## src/hri_pkg.sv

```systemverilog
// Shared types, constants and the prime table for the Halton radical inverse block.
package hri_pkg;

    // Port field widths
    localparam int SEL_W   = 6;
    localparam int INDEX_W = 31;
    localparam int FRAC_W  = 32;

    // Width of a prime and of a base-p digit (largest prime is 283)
    localparam int PRIME_W = 9;

    // Parameter defaults
    localparam int PRIME_COUNT_DEF   = 61;
    localparam int INDEX_BITS_DEF    = 31;
    localparam int FRACTION_BITS_DEF = 32;

    // The first 61 primes
    localparam logic [PRIME_W-1:0] PRIME_TABLE [61] = '{
        9'd2,   9'd3,   9'd5,   9'd7,   9'd11,  9'd13,  9'd17,  9'd19,  9'd23,  9'd29,
        9'd31,  9'd37,  9'd41,  9'd43,  9'd47,  9'd53,  9'd59,  9'd61,  9'd67,  9'd71,
        9'd73,  9'd79,  9'd83,  9'd89,  9'd97,  9'd101, 9'd103, 9'd107, 9'd109, 9'd113,
        9'd127, 9'd131, 9'd137, 9'd139, 9'd149, 9'd151, 9'd157, 9'd163, 9'd167, 9'd173,
        9'd179, 9'd181, 9'd191, 9'd193, 9'd197, 9'd199, 9'd211, 9'd223, 9'd227, 9'd229,
        9'd233, 9'd239, 9'd241, 9'd251, 9'd257, 9'd263, 9'd269, 9'd271, 9'd277, 9'd281,
        9'd283
    };

    // Controller to datapath commands
    typedef struct packed {
        logic load_item;
        logic ext_start;
        logic horn_start;
        logic div_step;
        logic push;
        logic out_load;
    } hri_cmd_t;

    // Datapath to controller status
    typedef struct packed {
        logic n_zero;
        logic stack_empty;
        logic div_last;
    } hri_sts_t;

endpackage

```

## src/hri_if.sv

```systemverilog
// Valid/ready channel interfaces for the input items and the result items.
interface hri_in_if;
    logic                            valid;
    logic                            ready;
    logic [hri_pkg::SEL_W-1:0]       base_select;
    logic [hri_pkg::INDEX_W-1:0]     sequence_index;

    modport source (output valid, output base_select, output sequence_index, input ready);
    modport sink   (input valid, input base_select, input sequence_index, output ready);
endinterface

interface hri_out_if;
    logic                            valid;
    logic                            ready;
    logic [hri_pkg::FRAC_W-1:0]      fraction;

    modport source (output valid, output fraction, input ready);
    modport sink   (input valid, input fraction, output ready);
endinterface

```

## src/hri_ctrl.sv

```systemverilog
// Controller state machine: sequences digit extraction, Horner steps and result hand-off.
module hri_ctrl
(
    input  logic              clk,
    input  logic              rst_n,
    input  logic              in_valid,
    output logic              in_ready,
    output logic              out_valid,
    input  logic              out_ready,
    output hri_pkg::hri_cmd_t cmd,
    input  hri_pkg::hri_sts_t sts
);

    localparam logic [2:0] S_IDLE   = 3'd0;
    localparam logic [2:0] S_CHECK  = 3'd1;
    localparam logic [2:0] S_EXT    = 3'd2;
    localparam logic [2:0] S_PUSH   = 3'd3;
    localparam logic [2:0] S_HCHECK = 3'd4;
    localparam logic [2:0] S_HORN   = 3'd5;
    localparam logic [2:0] S_FINISH = 3'd6;

    logic [2:0] state_reg;
    logic [2:0] state_next;
    logic       out_valid_reg;
    logic       out_valid_next;

    // Next state and command decode
    always_comb
    begin
        state_next = state_reg;
        cmd        = '0;
        in_ready   = 1'b0;
        case (state_reg)
            S_IDLE:
            begin
                in_ready = 1'b1;
                if (in_valid)
                begin
                    cmd.load_item = 1'b1;
                    state_next    = S_CHECK;
                end
            end
            S_CHECK:
            begin
                if (sts.n_zero)
                begin
                    state_next = S_HCHECK;
                end
                else
                begin
                    cmd.ext_start = 1'b1;
                    state_next    = S_EXT;
                end
            end
            S_EXT:
            begin
                cmd.div_step = 1'b1;
                if (sts.div_last)
                begin
                    state_next = S_PUSH;
                end
            end
            S_PUSH:
            begin
                cmd.push   = 1'b1;
                state_next = S_CHECK;
            end
            S_HCHECK:
            begin
                if (sts.stack_empty)
                begin
                    state_next = S_FINISH;
                end
                else
                begin
                    cmd.horn_start = 1'b1;
                    state_next     = S_HORN;
                end
            end
            S_HORN:
            begin
                cmd.div_step = 1'b1;
                if (sts.div_last)
                begin
                    state_next = S_HCHECK;
                end
            end
            S_FINISH:
            begin
                // wait for the output register to be free
                if (!out_valid_reg || out_ready)
                begin
                    cmd.out_load = 1'b1;
                    state_next   = S_IDLE;
                end
            end
            default:
            begin
                state_next = S_IDLE;
            end
        endcase
    end

    // Output valid flag
    always_comb
    begin
        out_valid_next = out_valid_reg;
        if (cmd.out_load)
        begin
            out_valid_next = 1'b1;
        end
        else if (out_ready)
        begin
            out_valid_next = 1'b0;
        end
    end

    always_ff @(posedge clk or negedge rst_n)
    begin
        if (!rst_n)
        begin
            state_reg     <= S_IDLE;
            out_valid_reg <= 1'b0;
        end
        else
        begin
            state_reg     <= state_next;
            out_valid_reg <= out_valid_next;
        end
    end

    assign out_valid = out_valid_reg;

`ifndef ASSERT_OFF
    // a finished item is presented in the next cycle
    a_result_shown: assert property (@(posedge clk) disable iff (!rst_n)
        cmd.out_load |=> out_valid_reg)
        else $error("result not presented after load");

    // a Horner step is only started with a digit on the stack
    a_horn_has_digit: assert property (@(posedge clk) disable iff (!rst_n)
        cmd.horn_start |-> !sts.stack_empty)
        else $error("Horner step started on empty stack");
`endif

endmodule

```

## src/hri_dpath.sv

```systemverilog
// Datapath: shared restoring divider by the selected prime, digit stack and result register.
module hri_dpath
#(
    parameter int PRIME_COUNT   = hri_pkg::PRIME_COUNT_DEF,
    parameter int INDEX_BITS    = hri_pkg::INDEX_BITS_DEF,
    parameter int FRACTION_BITS = hri_pkg::FRACTION_BITS_DEF
)
(
    input  logic                         clk,
    input  logic                         rst_n,
    input  logic [hri_pkg::SEL_W-1:0]    base_select,
    input  logic [hri_pkg::INDEX_W-1:0]  sequence_index,
    output logic [hri_pkg::FRAC_W-1:0]   fraction,
    input  hri_pkg::hri_cmd_t            cmd,
    output hri_pkg::hri_sts_t            sts
);

    localparam int PW       = hri_pkg::PRIME_W;
    localparam int SP_W     = $clog2(INDEX_BITS);
    localparam int CNT_W    = $clog2(INDEX_BITS + 1);
    localparam int STEP_MAX = (FRACTION_BITS > INDEX_BITS) ? FRACTION_BITS : INDEX_BITS;
    localparam int STEP_W   = $clog2(STEP_MAX);

    localparam logic [hri_pkg::SEL_W-1:0] SEL_LAST = hri_pkg::SEL_W'(PRIME_COUNT - 1);
    localparam logic [STEP_W-1:0] EXT_LAST  = STEP_W'(INDEX_BITS - 1);
    localparam logic [STEP_W-1:0] HORN_LAST = STEP_W'(FRACTION_BITS - 1);
    localparam logic [CNT_W-1:0]  STACK_DEPTH = CNT_W'(INDEX_BITS);

    // Control-like registers
    logic [CNT_W-1:0]         cnt_reg;
    logic [STEP_W-1:0]        step_reg;
    logic                     mode_reg;   // 0: digit extraction, 1: Horner step

    // Payload registers
    logic [PW-1:0]            prime_reg;
    logic [PW-1:0]            rem_reg;
    logic [INDEX_BITS-1:0]    n_reg;
    logic [FRACTION_BITS-1:0] h_reg;
    logic [hri_pkg::FRAC_W-1:0] fraction_reg;
    logic [PW-1:0]            stack_reg [INDEX_BITS];

    logic [hri_pkg::SEL_W-1:0] sel_sat;
    logic                     bit_in;
    logic [PW:0]              trial;
    logic                     ge;
    logic [PW-1:0]            rem_next;
    logic [PW-1:0]            digit;
    logic [CNT_W-1:0]         cnt_dec;

    // Selector saturates to the last table entry
    assign sel_sat = (base_select > SEL_LAST) ? SEL_LAST : base_select;

    // One restoring division step: shift in a dividend bit, subtract p if it fits
    assign bit_in   = mode_reg ? h_reg[FRACTION_BITS-1] : n_reg[INDEX_BITS-1];
    assign trial    = {rem_reg, bit_in};
    assign ge       = (trial >= {1'b0, prime_reg});
    assign rem_next = ge ? PW'(trial - {1'b0, prime_reg}) : trial[PW-1:0];

    // Reflected digit: nonzero d becomes p - d
    assign digit   = (rem_reg == '0) ? '0 : (prime_reg - rem_reg);
    assign cnt_dec = cnt_reg - 1'b1;

    always_ff @(posedge clk or negedge rst_n)
    begin
        if (!rst_n)
        begin
            cnt_reg  <= '0;
            step_reg <= '0;
            mode_reg <= 1'b0;
        end
        else
        begin
            if (cmd.load_item)
            begin
                cnt_reg <= '0;
            end
            else if (cmd.push)
            begin
                cnt_reg <= cnt_reg + 1'b1;
            end
            else if (cmd.horn_start)
            begin
                cnt_reg <= cnt_dec;
            end

            if (cmd.ext_start || cmd.horn_start)
            begin
                step_reg <= '0;
                mode_reg <= cmd.horn_start;
            end
            else if (cmd.div_step)
            begin
                step_reg <= step_reg + 1'b1;
            end
        end
    end

    // Operand, quotient and remainder registers
    always_ff @(posedge clk)
    begin
        if (cmd.load_item)
        begin
            prime_reg <= hri_pkg::PRIME_TABLE[sel_sat];
            n_reg     <= sequence_index[INDEX_BITS-1:0];
            h_reg     <= '0;
        end
        if (cmd.ext_start)
        begin
            rem_reg <= '0;
        end
        else if (cmd.horn_start)
        begin
            rem_reg <= stack_reg[cnt_dec[SP_W-1:0]];
        end
        else if (cmd.div_step)
        begin
            rem_reg <= rem_next;
            if (mode_reg)
            begin
                h_reg <= {h_reg[FRACTION_BITS-2:0], ge};
            end
            else
            begin
                n_reg <= {n_reg[INDEX_BITS-2:0], ge};
            end
        end
        if (cmd.push)
        begin
            stack_reg[cnt_reg[SP_W-1:0]] <= digit;
        end
        if (cmd.out_load)
        begin
            fraction_reg <= hri_pkg::FRAC_W'(h_reg);
        end
    end

    assign sts.n_zero      = (n_reg == '0);
    assign sts.stack_empty = (cnt_reg == '0);
    assign sts.div_last    = (step_reg == (mode_reg ? HORN_LAST : EXT_LAST));
    assign fraction        = fraction_reg;

`ifndef ASSERT_OFF
    // the digit stack never overflows
    a_stack_room: assert property (@(posedge clk) disable iff (!rst_n)
        cmd.push |-> (cnt_reg < STACK_DEPTH))
        else $error("digit stack overflow");

    // the partial remainder always stays below the divisor
    a_rem_below_p: assert property (@(posedge clk) disable iff (!rst_n)
        cmd.div_step |-> (rem_reg < prime_reg))
        else $error("remainder not below prime");
`endif

endmodule

```

## src/halton_radical_inverse.sv

```systemverilog
// Halton radical inverse with reflected digits, exact Q0.32 result.
//
// Input channel item_in carries base_select (prime table index, saturating at the
// last entry) and sequence_index. Output channel result_out carries fraction,
// the radical inverse as an unsigned Q0.32 value. Both use valid/ready; an item
// moves when valid and ready are high at a rising clock edge.
// One item is worked on at a time. A single restoring divider by the selected
// prime produces one quotient bit per cycle: it first splits the index into D
// base-p digits (check, division, push per digit), then folds them back by
// Horner steps (check and division per digit). Index zero has no digits and
// goes straight to the result. item_in.ready rises with the result, so the
// next item is taken only once the last one is done. D is at most 31 in
// base 2 and 4 in base 283.
// The finished result sits in an output register; the next item is accepted
// while it waits. If the receiver stalls, the following result is held
// internally until the output register frees.
// Reset (rst_n, asynchronous, active low) returns the block to idle with no
// result pending.
module halton_radical_inverse
#(
    parameter int PRIME_COUNT   = hri_pkg::PRIME_COUNT_DEF,
    parameter int INDEX_BITS    = hri_pkg::INDEX_BITS_DEF,
    parameter int FRACTION_BITS = hri_pkg::FRACTION_BITS_DEF
)
(
    input  logic      clk,
    input  logic      rst_n,
    hri_in_if.sink    item_in,
    hri_out_if.source result_out
);

    hri_pkg::hri_cmd_t cmd;
    hri_pkg::hri_sts_t sts;

    // Sequencer
    hri_ctrl u_ctrl
    (
        .clk       (clk),
        .rst_n     (rst_n),
        .in_valid  (item_in.valid),
        .in_ready  (item_in.ready),
        .out_valid (result_out.valid),
        .out_ready (result_out.ready),
        .cmd       (cmd),
        .sts       (sts)
    );

    // Divider, digit stack and result register
    hri_dpath
    #(
        .PRIME_COUNT   (PRIME_COUNT),
        .INDEX_BITS    (INDEX_BITS),
        .FRACTION_BITS (FRACTION_BITS)
    )
    u_dpath
    (
        .clk            (clk),
        .rst_n          (rst_n),
        .base_select    (item_in.base_select),
        .sequence_index (item_in.sequence_index),
        .fraction       (result_out.fraction),
        .cmd            (cmd),
        .sts            (sts)
    );

endmodule

```

## src/flat_wrapper.sv

```systemverilog
// flat-port wrapper written by rule: the top's interface ports become plain ports
module halton_radical_inverse_flat 
#(
    parameter int PRIME_COUNT   = hri_pkg::PRIME_COUNT_DEF,
    parameter int INDEX_BITS    = hri_pkg::INDEX_BITS_DEF,
    parameter int FRACTION_BITS = hri_pkg::FRACTION_BITS_DEF
)
  (clk, rst_n, item_in_valid, item_in_base_select, item_in_sequence_index, item_in_ready, result_out_valid, result_out_fraction, result_out_ready);
  hri_in_if item_in_i ();
  hri_out_if result_out_i ();
  input  logic clk;
  input  logic rst_n;
  input wire logic [$bits(item_in_i.valid)-1:0] item_in_valid;
  input wire logic [$bits(item_in_i.base_select)-1:0] item_in_base_select;
  input wire logic [$bits(item_in_i.sequence_index)-1:0] item_in_sequence_index;
  output wire logic [$bits(item_in_i.ready)-1:0] item_in_ready;
  output wire logic [$bits(result_out_i.valid)-1:0] result_out_valid;
  output wire logic [$bits(result_out_i.fraction)-1:0] result_out_fraction;
  input wire logic [$bits(result_out_i.ready)-1:0] result_out_ready;
  assign item_in_i.valid = item_in_valid;
  assign item_in_i.base_select = item_in_base_select;
  assign item_in_i.sequence_index = item_in_sequence_index;
  assign item_in_ready = item_in_i.ready;
  assign result_out_valid = result_out_i.valid;
  assign result_out_fraction = result_out_i.fraction;
  assign result_out_i.ready = result_out_ready;
  halton_radical_inverse #(.PRIME_COUNT(PRIME_COUNT), .INDEX_BITS(INDEX_BITS), .FRACTION_BITS(FRACTION_BITS)) u_core (.clk(clk), .rst_n(rst_n), .item_in(item_in_i), .result_out(result_out_i));
endmodule
```

## config.mk

```make
export PLATFORM = sky130hd
export DESIGN_NAME = halton_radical_inverse_flat
export DESIGN_NICKNAME = d
export VERILOG_FILES = /design/src/hri_pkg.sv /design/src/hri_if.sv /design/src/hri_ctrl.sv /design/src/hri_dpath.sv /design/src/halton_radical_inverse.sv /design/src/flat_wrapper.sv
export SDC_FILE = /design/constraint.sdc
export NUM_CORES = 1
export LEC_CHECK = 0
export ABC_AREA = 1
export ABC_CLOCK_PERIOD_IN_PS = 4100
export BUFFER_PORTS_ARGS = -buffer_cell sky130_fd_sc_hd__buf_4
export CAP_MARGIN = 20
export CORE_MARGIN = 8
export CORE_UTILIZATION = 50
export CTS_CLUSTER_SIZE = 12
export DETAILED_ROUTE_END_ITERATION = 16
export PLACE_DENSITY = 0.63
export SETUP_SLACK_MARGIN = 0.05
export SYNTH_ARGS = -nofsm -noshare
export SYNTH_HDL_FRONTEND = slang
export SYNTH_HIERARCHICAL = 1
export SYNTH_SLANG_ARGS = --single-unit
```

## constraint.sdc

```tcl
create_clock -name clk -period 4.1 [get_ports clk]
set_input_delay 0.41 -clock clk [delete_from_list [all_inputs] [get_ports clk]]
set_output_delay 0.41 -clock clk [all_outputs]
set_load 0.02 [all_outputs]
```

* Word-level counts from Yosys, hierarchy flattened
Memory sizes are Yosys's and may differ from the RTL's. A register that Yosys moved wholly into a read port is not among the register bits.
Index checks and enable logic that the tools add are counted.
** Cells by class
- $lt $le $gt $ge :: 2
- Equality and inequality tests :: 11
- Muxes and demuxes :: 44
- Bitwise gates (word level) :: 1
- Add/subtract/negate cells :: 5
- Reduce and logical (&&, ||, !) cells :: 13
** Operators with widths (count)
- $mux W32 :: 5
- $mux W31 :: 5
- $mux W9 :: 4
- $logic_not A31 Y1 :: 1
- $mux W5 :: 5
- $pmux W3 S7 :: 1
- $sub A9 B9 Y9 :: 2
- $mux W1 :: 17
- $mux W3 :: 5
- $add A5 B1 Y5 const B :: 2
- $ge A10 B9 Y1 :: 1
- $eq A3 B3 Y1 const B :: 3
- $logic_not A9 Y1 :: 1
- $not A6 Y7 :: 1
- $eq A3 B2 Y1 const B :: 2
- $gt A6 B6 Y1 const B :: 1
- $mux W6 :: 1
- $reduce_bool A2 Y1 :: 3
- $eq A5 B5 Y1 :: 1
- $logic_not A5 Y1 :: 1
- $sub A5 B1 Y5 const B :: 1
- $ne A2 B1 Y1 const B :: 2
- $ne A2 B2 Y1 const B :: 2
- $reduce_and A4 Y1 :: 1
- other kinds (7) :: 8
** Word-level totals
- RAM bits :: 279
- Flip-flop bits (word level) :: 119
- Memories kept :: 2
- Output and inout bits :: 34
- Bits in read-only memories :: 576
** Memory list
- (name not given) :: depth 64, bits a word 9, read ports 1, clocked after Yosys merged registers in 1, wr ports 0, line hri_dpath.sv:103 : prime_reg <= hri_pkg::PRIME_TABLE[sel_sat];
- u_core.u_dpath.stack_reg :: depth 31, bits a word 9, read ports 1, clocked after Yosys merged registers in 0, wr ports 1, line hri_dpath.sv:40 : logic [PW-1:0] stack_reg [INDEX_BITS];

* Logic depth before layout (Yosys ltp)
- Word-level depth :: 7
- Depth in mapped cells :: 19

* Cells and area by module
The synthesis kept the hierarchy.
** By module, submodules not included
- hri_dpath :: area each 18712.9 um^2, seq. area each 11325.9 um^2, instances 1, cells an instance 2009
- hri_ctrl :: area each 361.6 um^2, seq. area each 100.1 um^2, instances 1, cells an instance 56

* Worst setup path after synthesis
No wires, ideal clock.
- Kind :: flip-flop to flip-flop
- From :: reg u_core.u_dpath.prime_reg[0]
- To :: mem u_core/u_dpath/stack_reg[0][6] (netlist bit) (data pin)
- Stages on the path, launching flop included :: 12
- Slack :: 1.320 ns
- Arrival :: 2.408 ns
- Data required time :: 3.728 ns
- Setup time :: 0.372 ns
- Buffers on the path :: 0
- Period minus slack after synthesis :: 2.780 ns
- Path through :: edfxtp_1 inv_1 ha_1 inv_1 fa_1 nand3_1 nand3_1 nand2_1 nand2_1 a21oi_1 o21ai_0 a21oi_1
** Between the ends
- Cells in the longest elaborated chain, start to end :: 2
** Ends and longest elaborated chain
- start: declaration :: line hri_dpath.sv:35 : logic [PW-1:0] prime_reg;
- $sub A9 B9 Y9 :: line hri_dpath.sv:60 : assign digit = (rem_reg == '0) ? '0 : (prime_reg - rem_reg);
- $mux W9 :: line hri_dpath.sv:60
- named net u_core.u_dpath.digit[6] :: line hri_dpath.sv:47 : logic [PW-1:0] digit;
- end: declaration :: line hri_dpath.sv:40
The timed path passes the listed nets, and every way through them passes these cells.

* Worst setup path in the final report
- From :: reg u_core.u_dpath.cnt_reg[0]
- To :: mem u_core/u_dpath/stack_reg[26][4] (netlist bit), enable pin
** RTL lines
- start: declaration :: line hri_dpath.sv:30 : logic [CNT_W-1:0] cnt_reg;
- start signal: assignment :: line hri_dpath.sv:79 : cnt_reg <= cnt_reg + 1'b1;
- start signal: assignment :: line hri_dpath.sv:83 : cnt_reg <= cnt_dec;
No word-level cell before the write port.

==> flow_results.org <==
** Critical path
- Type of origin of the critical path :: register
- STA puts the critical path data required time at 4.29 ns.
- For this design, the slowest cell found on the critical path is sky130_fd_sc_hd__nor2_1.
- The critical path goes through inv_4, buf_4, ha_1, nand2_1, nor2_1.
- Biggest cell delay along the critical path :: 0.87 ns
- For the worst setup path, the data arrival time is 3.27 ns.
- The worst setup path is of the register to register kind.
- STA classifies the critical path endpoint as a register.
- In this run the worst path has a maximum fanout of 48.

** Logic synthesis
- Largest family of logic cells by synthesized area :: simple AND/OR/NAND/NOR gates
- During synthesis, Yosys emitted a total of 6 warnings.
- After synthesis, the share of flip-flops with an asynchronous set or reset is 0.0369.
- The synthesized netlist occupies a cell area of 19100 um2.
- Prevailing post-synth register cell :: sky130_fd_sc_hd__edfxtp_1
- Of the total synthesized cell area, the portion taken by full adders, half adders and majority gates is 0.0257.
- Of the synthesized area, sequential elements account for 0.599.
- Synthesized netlist net count :: about 2100
- After synthesis the netlist holds a flip-flop and latch count of a little over 400.
- The synthesized design contains 320 enable-type register cells.
- The cell count after synthesis came out at 2065.
- Mean instance size in the synthesized netlist :: between 9 and 10 um2
- Area fraction in compound gates after synthesis :: 0.0422
- Of the total synthesized cell area, the portion taken by AND, OR, NAND and NOR gates is 0.239.
- Measured against the total synthesized area, the mux share comes to 0.
- Fraction of synthesized cell area in xor and xnor cells :: 0.00374
- Distinct cells, synth :: 48

** Placement
- Instance area at placement :: 20000 um2
- The HPWL after detailed placement is 31500 um.
- I/O Buffers :: 74
- Placer congestion estimate :: approximately 0.91
- Prior to clock tree synthesis, the placed netlist has a worst setup slack of 1.02 ns.

** Power and ir drop
- Leakage :: between 9 and 10 nW
- VDD sags by at most 305 uV.
- Total power :: 8.32 mW
- In this run the power density over the cells is between 300 and 400 nW/um2.

** Clock network
- Clock-pin slew was measured on the worst setup and hold paths at roughly 0.060 ns.
- CTS built an H-tree with a depth of 2.
- The tree is rooted in a sky130_fd_sc_hd__clkbuf_16.
- Clock latency at the later pin of the worst-skew pair :: 0.58 ns
- TritonCTS clock tree :: yes
- Clock sink count :: 407
- Count of cells resized by post-cts repair :: 0
- Max clock buf depth :: 3
- The number of clock buffers added by TritonCTS is 44.

** Die
- The total area inside the core boundary comes to 37600 um2.
- Die Width :: 211 um
- Io pins :: 75
- The die covers 44700 um2.
- Row generation in the floorplan step produced just over 70 rows.
- Initial standard-cell utilization of the core :: 0.508
- Floorplan die height :: 211 um

** Timing
- At the pin with the least slew margin, the transition time is 1.15 ns.
- Endpoints failing setup :: 0
- Rel. slew slack :: 0.234
- After layout, the worst setup slack is 1.02 ns.
- Number of slew-limit violations in the final report :: 0
- Number of endpoints with negative hold slack in the final report :: 0
- Maximum achievable frequency :: 0.325 GHz
- Unrepaired setup endpoints after global routing :: no
- Worst hold slack :: 0.0358 ns
- Total negative slack :: 0 ns
- Of the available clock period, the critical path in the final layout requires 0.750.
- Between clock sinks in the finished design, the worst skew comes to around 0.014 ns.
- Time the final worst path needs with I/O delays and setup :: ~3 ns

** Final layout
- Largest register FFs :: 279
- Synth-to-Final Area Change :: 12.3%
- The number of antenna diodes in the final layout is 0.
- After filler insertion, the fill cell instance count of the layout stands at 3297.
- Fraction of layout cells with a size suffix above 1 :: 0.0958
- For this run, the post-layout net count is 2196.
- Area of all placed cells without fillers :: roughly 21000 um2

** Detailed routing
- Post-route antenna net violation count :: 0
- For this run, design rule violations remaining after detail routing come to 0.
- Via/cell ratio :: 5.36
- Across all layers, the routed design uses 14277 vias.
- The detailed router finished its first iteration with ~1500 violations.
- The first TritonRoute pass finished after 5 iterations.
- Wirelength, routed :: a little under 50000 um
- Per-cell routed wire length :: 18.2 um

** Global route
- All-layer global routing usage :: 0.216
- Met3 usage :: 0.0398
- Entering global routing, the biggest net connects 95 pins.
- The initial antenna violation count was 0.
- First-pass GRT wire length :: ~76000 um
- Routing usage on met2 :: 0.335
- The via count of the first global-routing pass was 13544.
- Met1 track demand over resource in global routing :: 0.298
- The global routing stage identified its most utilized layer as met2.
- For this run the aggregate overflow at the end of global routing stands at 0.

** Hold path
- HP Class :: primary input to register

** Outcome
- The run finished with clean final reports.

** Job
- The tool flagged a number of max-cap violations equal to 0.
[layout by cell type (no fill, tap or decap), types with 2 or more instances in the layout]
| cell | n |
|---|---|
| sky130_fd_sc_hd__nor3_1 | 10 |
| sky130_fd_sc_hd__a21oi_1 | 33 |
| sky130_fd_sc_hd__inv_4 | 3 |
| sky130_fd_sc_hd__o32ai_1 | 2 |
| sky130_fd_sc_hd__fa_1 | 2 |
| sky130_fd_sc_hd__buf_4 | 100 |
| sky130_fd_sc_hd__o211ai_1 | 4 |
| sky130_fd_sc_hd__ha_1 | 35 |
| sky130_fd_sc_hd__buf_6 | 2 |
| sky130_fd_sc_hd__o21ai_0 | 90 |
| sky130_fd_sc_hd__clkinv_16 | 2 |
| sky130_fd_sc_hd__a21oi_2 | 6 |
| sky130_fd_sc_hd__bufinv_16 | 2 |
| sky130_fd_sc_hd__clkbuf_16 | 44 |
| sky130_fd_sc_hd__dfxtp_1 | 72 |
| sky130_fd_sc_hd__nand4_1 | 10 |
| sky130_fd_sc_hd__nor2_2 | 8 |
| sky130_fd_sc_hd__nand3b_1 | 4 |
| sky130_fd_sc_hd__clkinv_2 | 5 |
| sky130_fd_sc_hd__xnor2_1 | 4 |
| sky130_fd_sc_hd__nand2_1 | 583 |
| sky130_fd_sc_hd__nor2_1 | 69 |
| sky130_fd_sc_hd__clkinv_1 | 12 |
| sky130_fd_sc_hd__nand3_1 | 350 |
| sky130_fd_sc_hd__clkbuf_1 | 13 |
| sky130_fd_sc_hd__nor4_1 | 7 |
| sky130_fd_sc_hd__inv_1 | 290 |
| sky130_fd_sc_hd__a31oi_1 | 5 |
| sky130_fd_sc_hd__nand2_2 | 8 |
| sky130_fd_sc_hd__edfxtp_1 | 320 |
| sky130_fd_sc_hd__dfrtp_1 | 14 |
| sky130_fd_sc_hd__or2_2 | 3 |
| sky130_fd_sc_hd__nor2_4 | 2 |
| sky130_fd_sc_hd__o22ai_1 | 2 |
| sky130_fd_sc_hd__clkbuf_8 | 4 |
| sky130_fd_sc_hd__inv_2 | 7 |
| sky130_fd_sc_hd__a211oi_1 | 2 |
[path summary, 6_finish.rpt]
| path | from | cells after the start | slack (ns) | end |
|---|---|---|---|---|
| min | result_out_ready | 2 | 0.04 | u_core/u_ctrl/out_valid |
| max in group asynchronous | rst_n | 2 | 3.65 | u_core/u_dpath/cnt_reg[0] |
| max reg2reg | u_core/u_dpath/cnt_reg[0] | 5 | 1.02 | u_core/u_dpath/stack_reg[26][4] |
| min in group asynchronous | rst_n | 2 | 0.23 | u_core/u_ctrl/out_valid |
| max | u_core/u_dpath/cnt_reg[0] | 5 | 1.02 | u_core/u_dpath/stack_reg[26][4] |
| min reg2reg | u_core/u_dpath/step_reg[3] | 1 | 0.46 | u_core/u_dpath/step_reg[3] |
[cells in the mapped netlist (12+ instances only)]
cell type,instances,share of area
sky130_fd_sc_hd__dfxtp_1,72,0.076
sky130_fd_sc_hd__dfrtp_1,15,0.020
sky130_fd_sc_hd__o21ai_0,90,0.024
sky130_fd_sc_hd__edfxtp_1,320,0.50
sky130_fd_sc_hd__buf_4,23,0.0091
sky130_fd_sc_hd__ha_1,36,0.024
sky130_fd_sc_hd__buf_6,12,0.0071
sky130_fd_sc_hd__nand3_1,350,0.092
sky130_fd_sc_hd__buf_2,18,0.0047
sky130_fd_sc_hd__clkbuf_1,43,0.0085
sky130_fd_sc_hd__a21oi_1,39,0.010
sky130_fd_sc_hd__nand2_1,583,0.11
sky130_fd_sc_hd__nor2_1,74,0.015
sky130_fd_sc_hd__inv_1,290,0.057
[worst max-delay path, delay by kind of cell (launching register included)]
family                     cells  cell delay (ns)
DFF                            1             0.69
and+or+nand+nor                2             1.17
buffers and inverters          2             0.57
adders and majority gates      1             0.23
[stage by stage]
step,instances,utilization
6_report,2662,0.570
5_1_grt,2662,0.570
4_1_cts,2660,0.569
3_5_place_dp,2579,0.532
3_3_place_gp,2578,0.531
2_1_floorplan,2065,-
[where the power goes]
part | switching, mW | total (mW) | internal, mW
clock network | 1.62 | 3.81 | 2.20
logic | 0.0613 | 0.108 | 0.0465
registers | 0.0000000000000000241 | 4.39 | 4.39
total | 1.68 | 8.32 | 6.64
[kinds of logic after synthesis]
family / count (synthesis)
AOI/OAI and AO/OA: 151
adders and majority gates: 38
and+or+nand+nor: 1060
xor gates and xnor gates: 6
buffers and inverters: 403
DFF: 407
[area by class of cell]
cell class | count | area, um2 | area share
flip-flops and latches | 407 | 11400 | 0.534
multi-input cells | 1255 | 5970 | 0.279
clock buffers | 61 | 1200 | 0.0563
inverters | 304 | 1150 | 0.0539
repair buffers | 105 | 818 | 0.0382
well taps | 511 | 639 | 0.0299
clock inverters | 19 | 195 | 0.00911
[routing by layer]
metal	part of all wire	up-vias
met1	0.44	6716
li1	-	6889
met4	0.035	0
met2	0.46	574
met5	0	-
met3	0.073	98
[what timing repair did]
item | in CTS | in global routing
buffers inserted | 0 | 0
hold buffers | 1 | 0
hold endpoints to repair | 15 | 0
(Power assumes the default switching activity.)
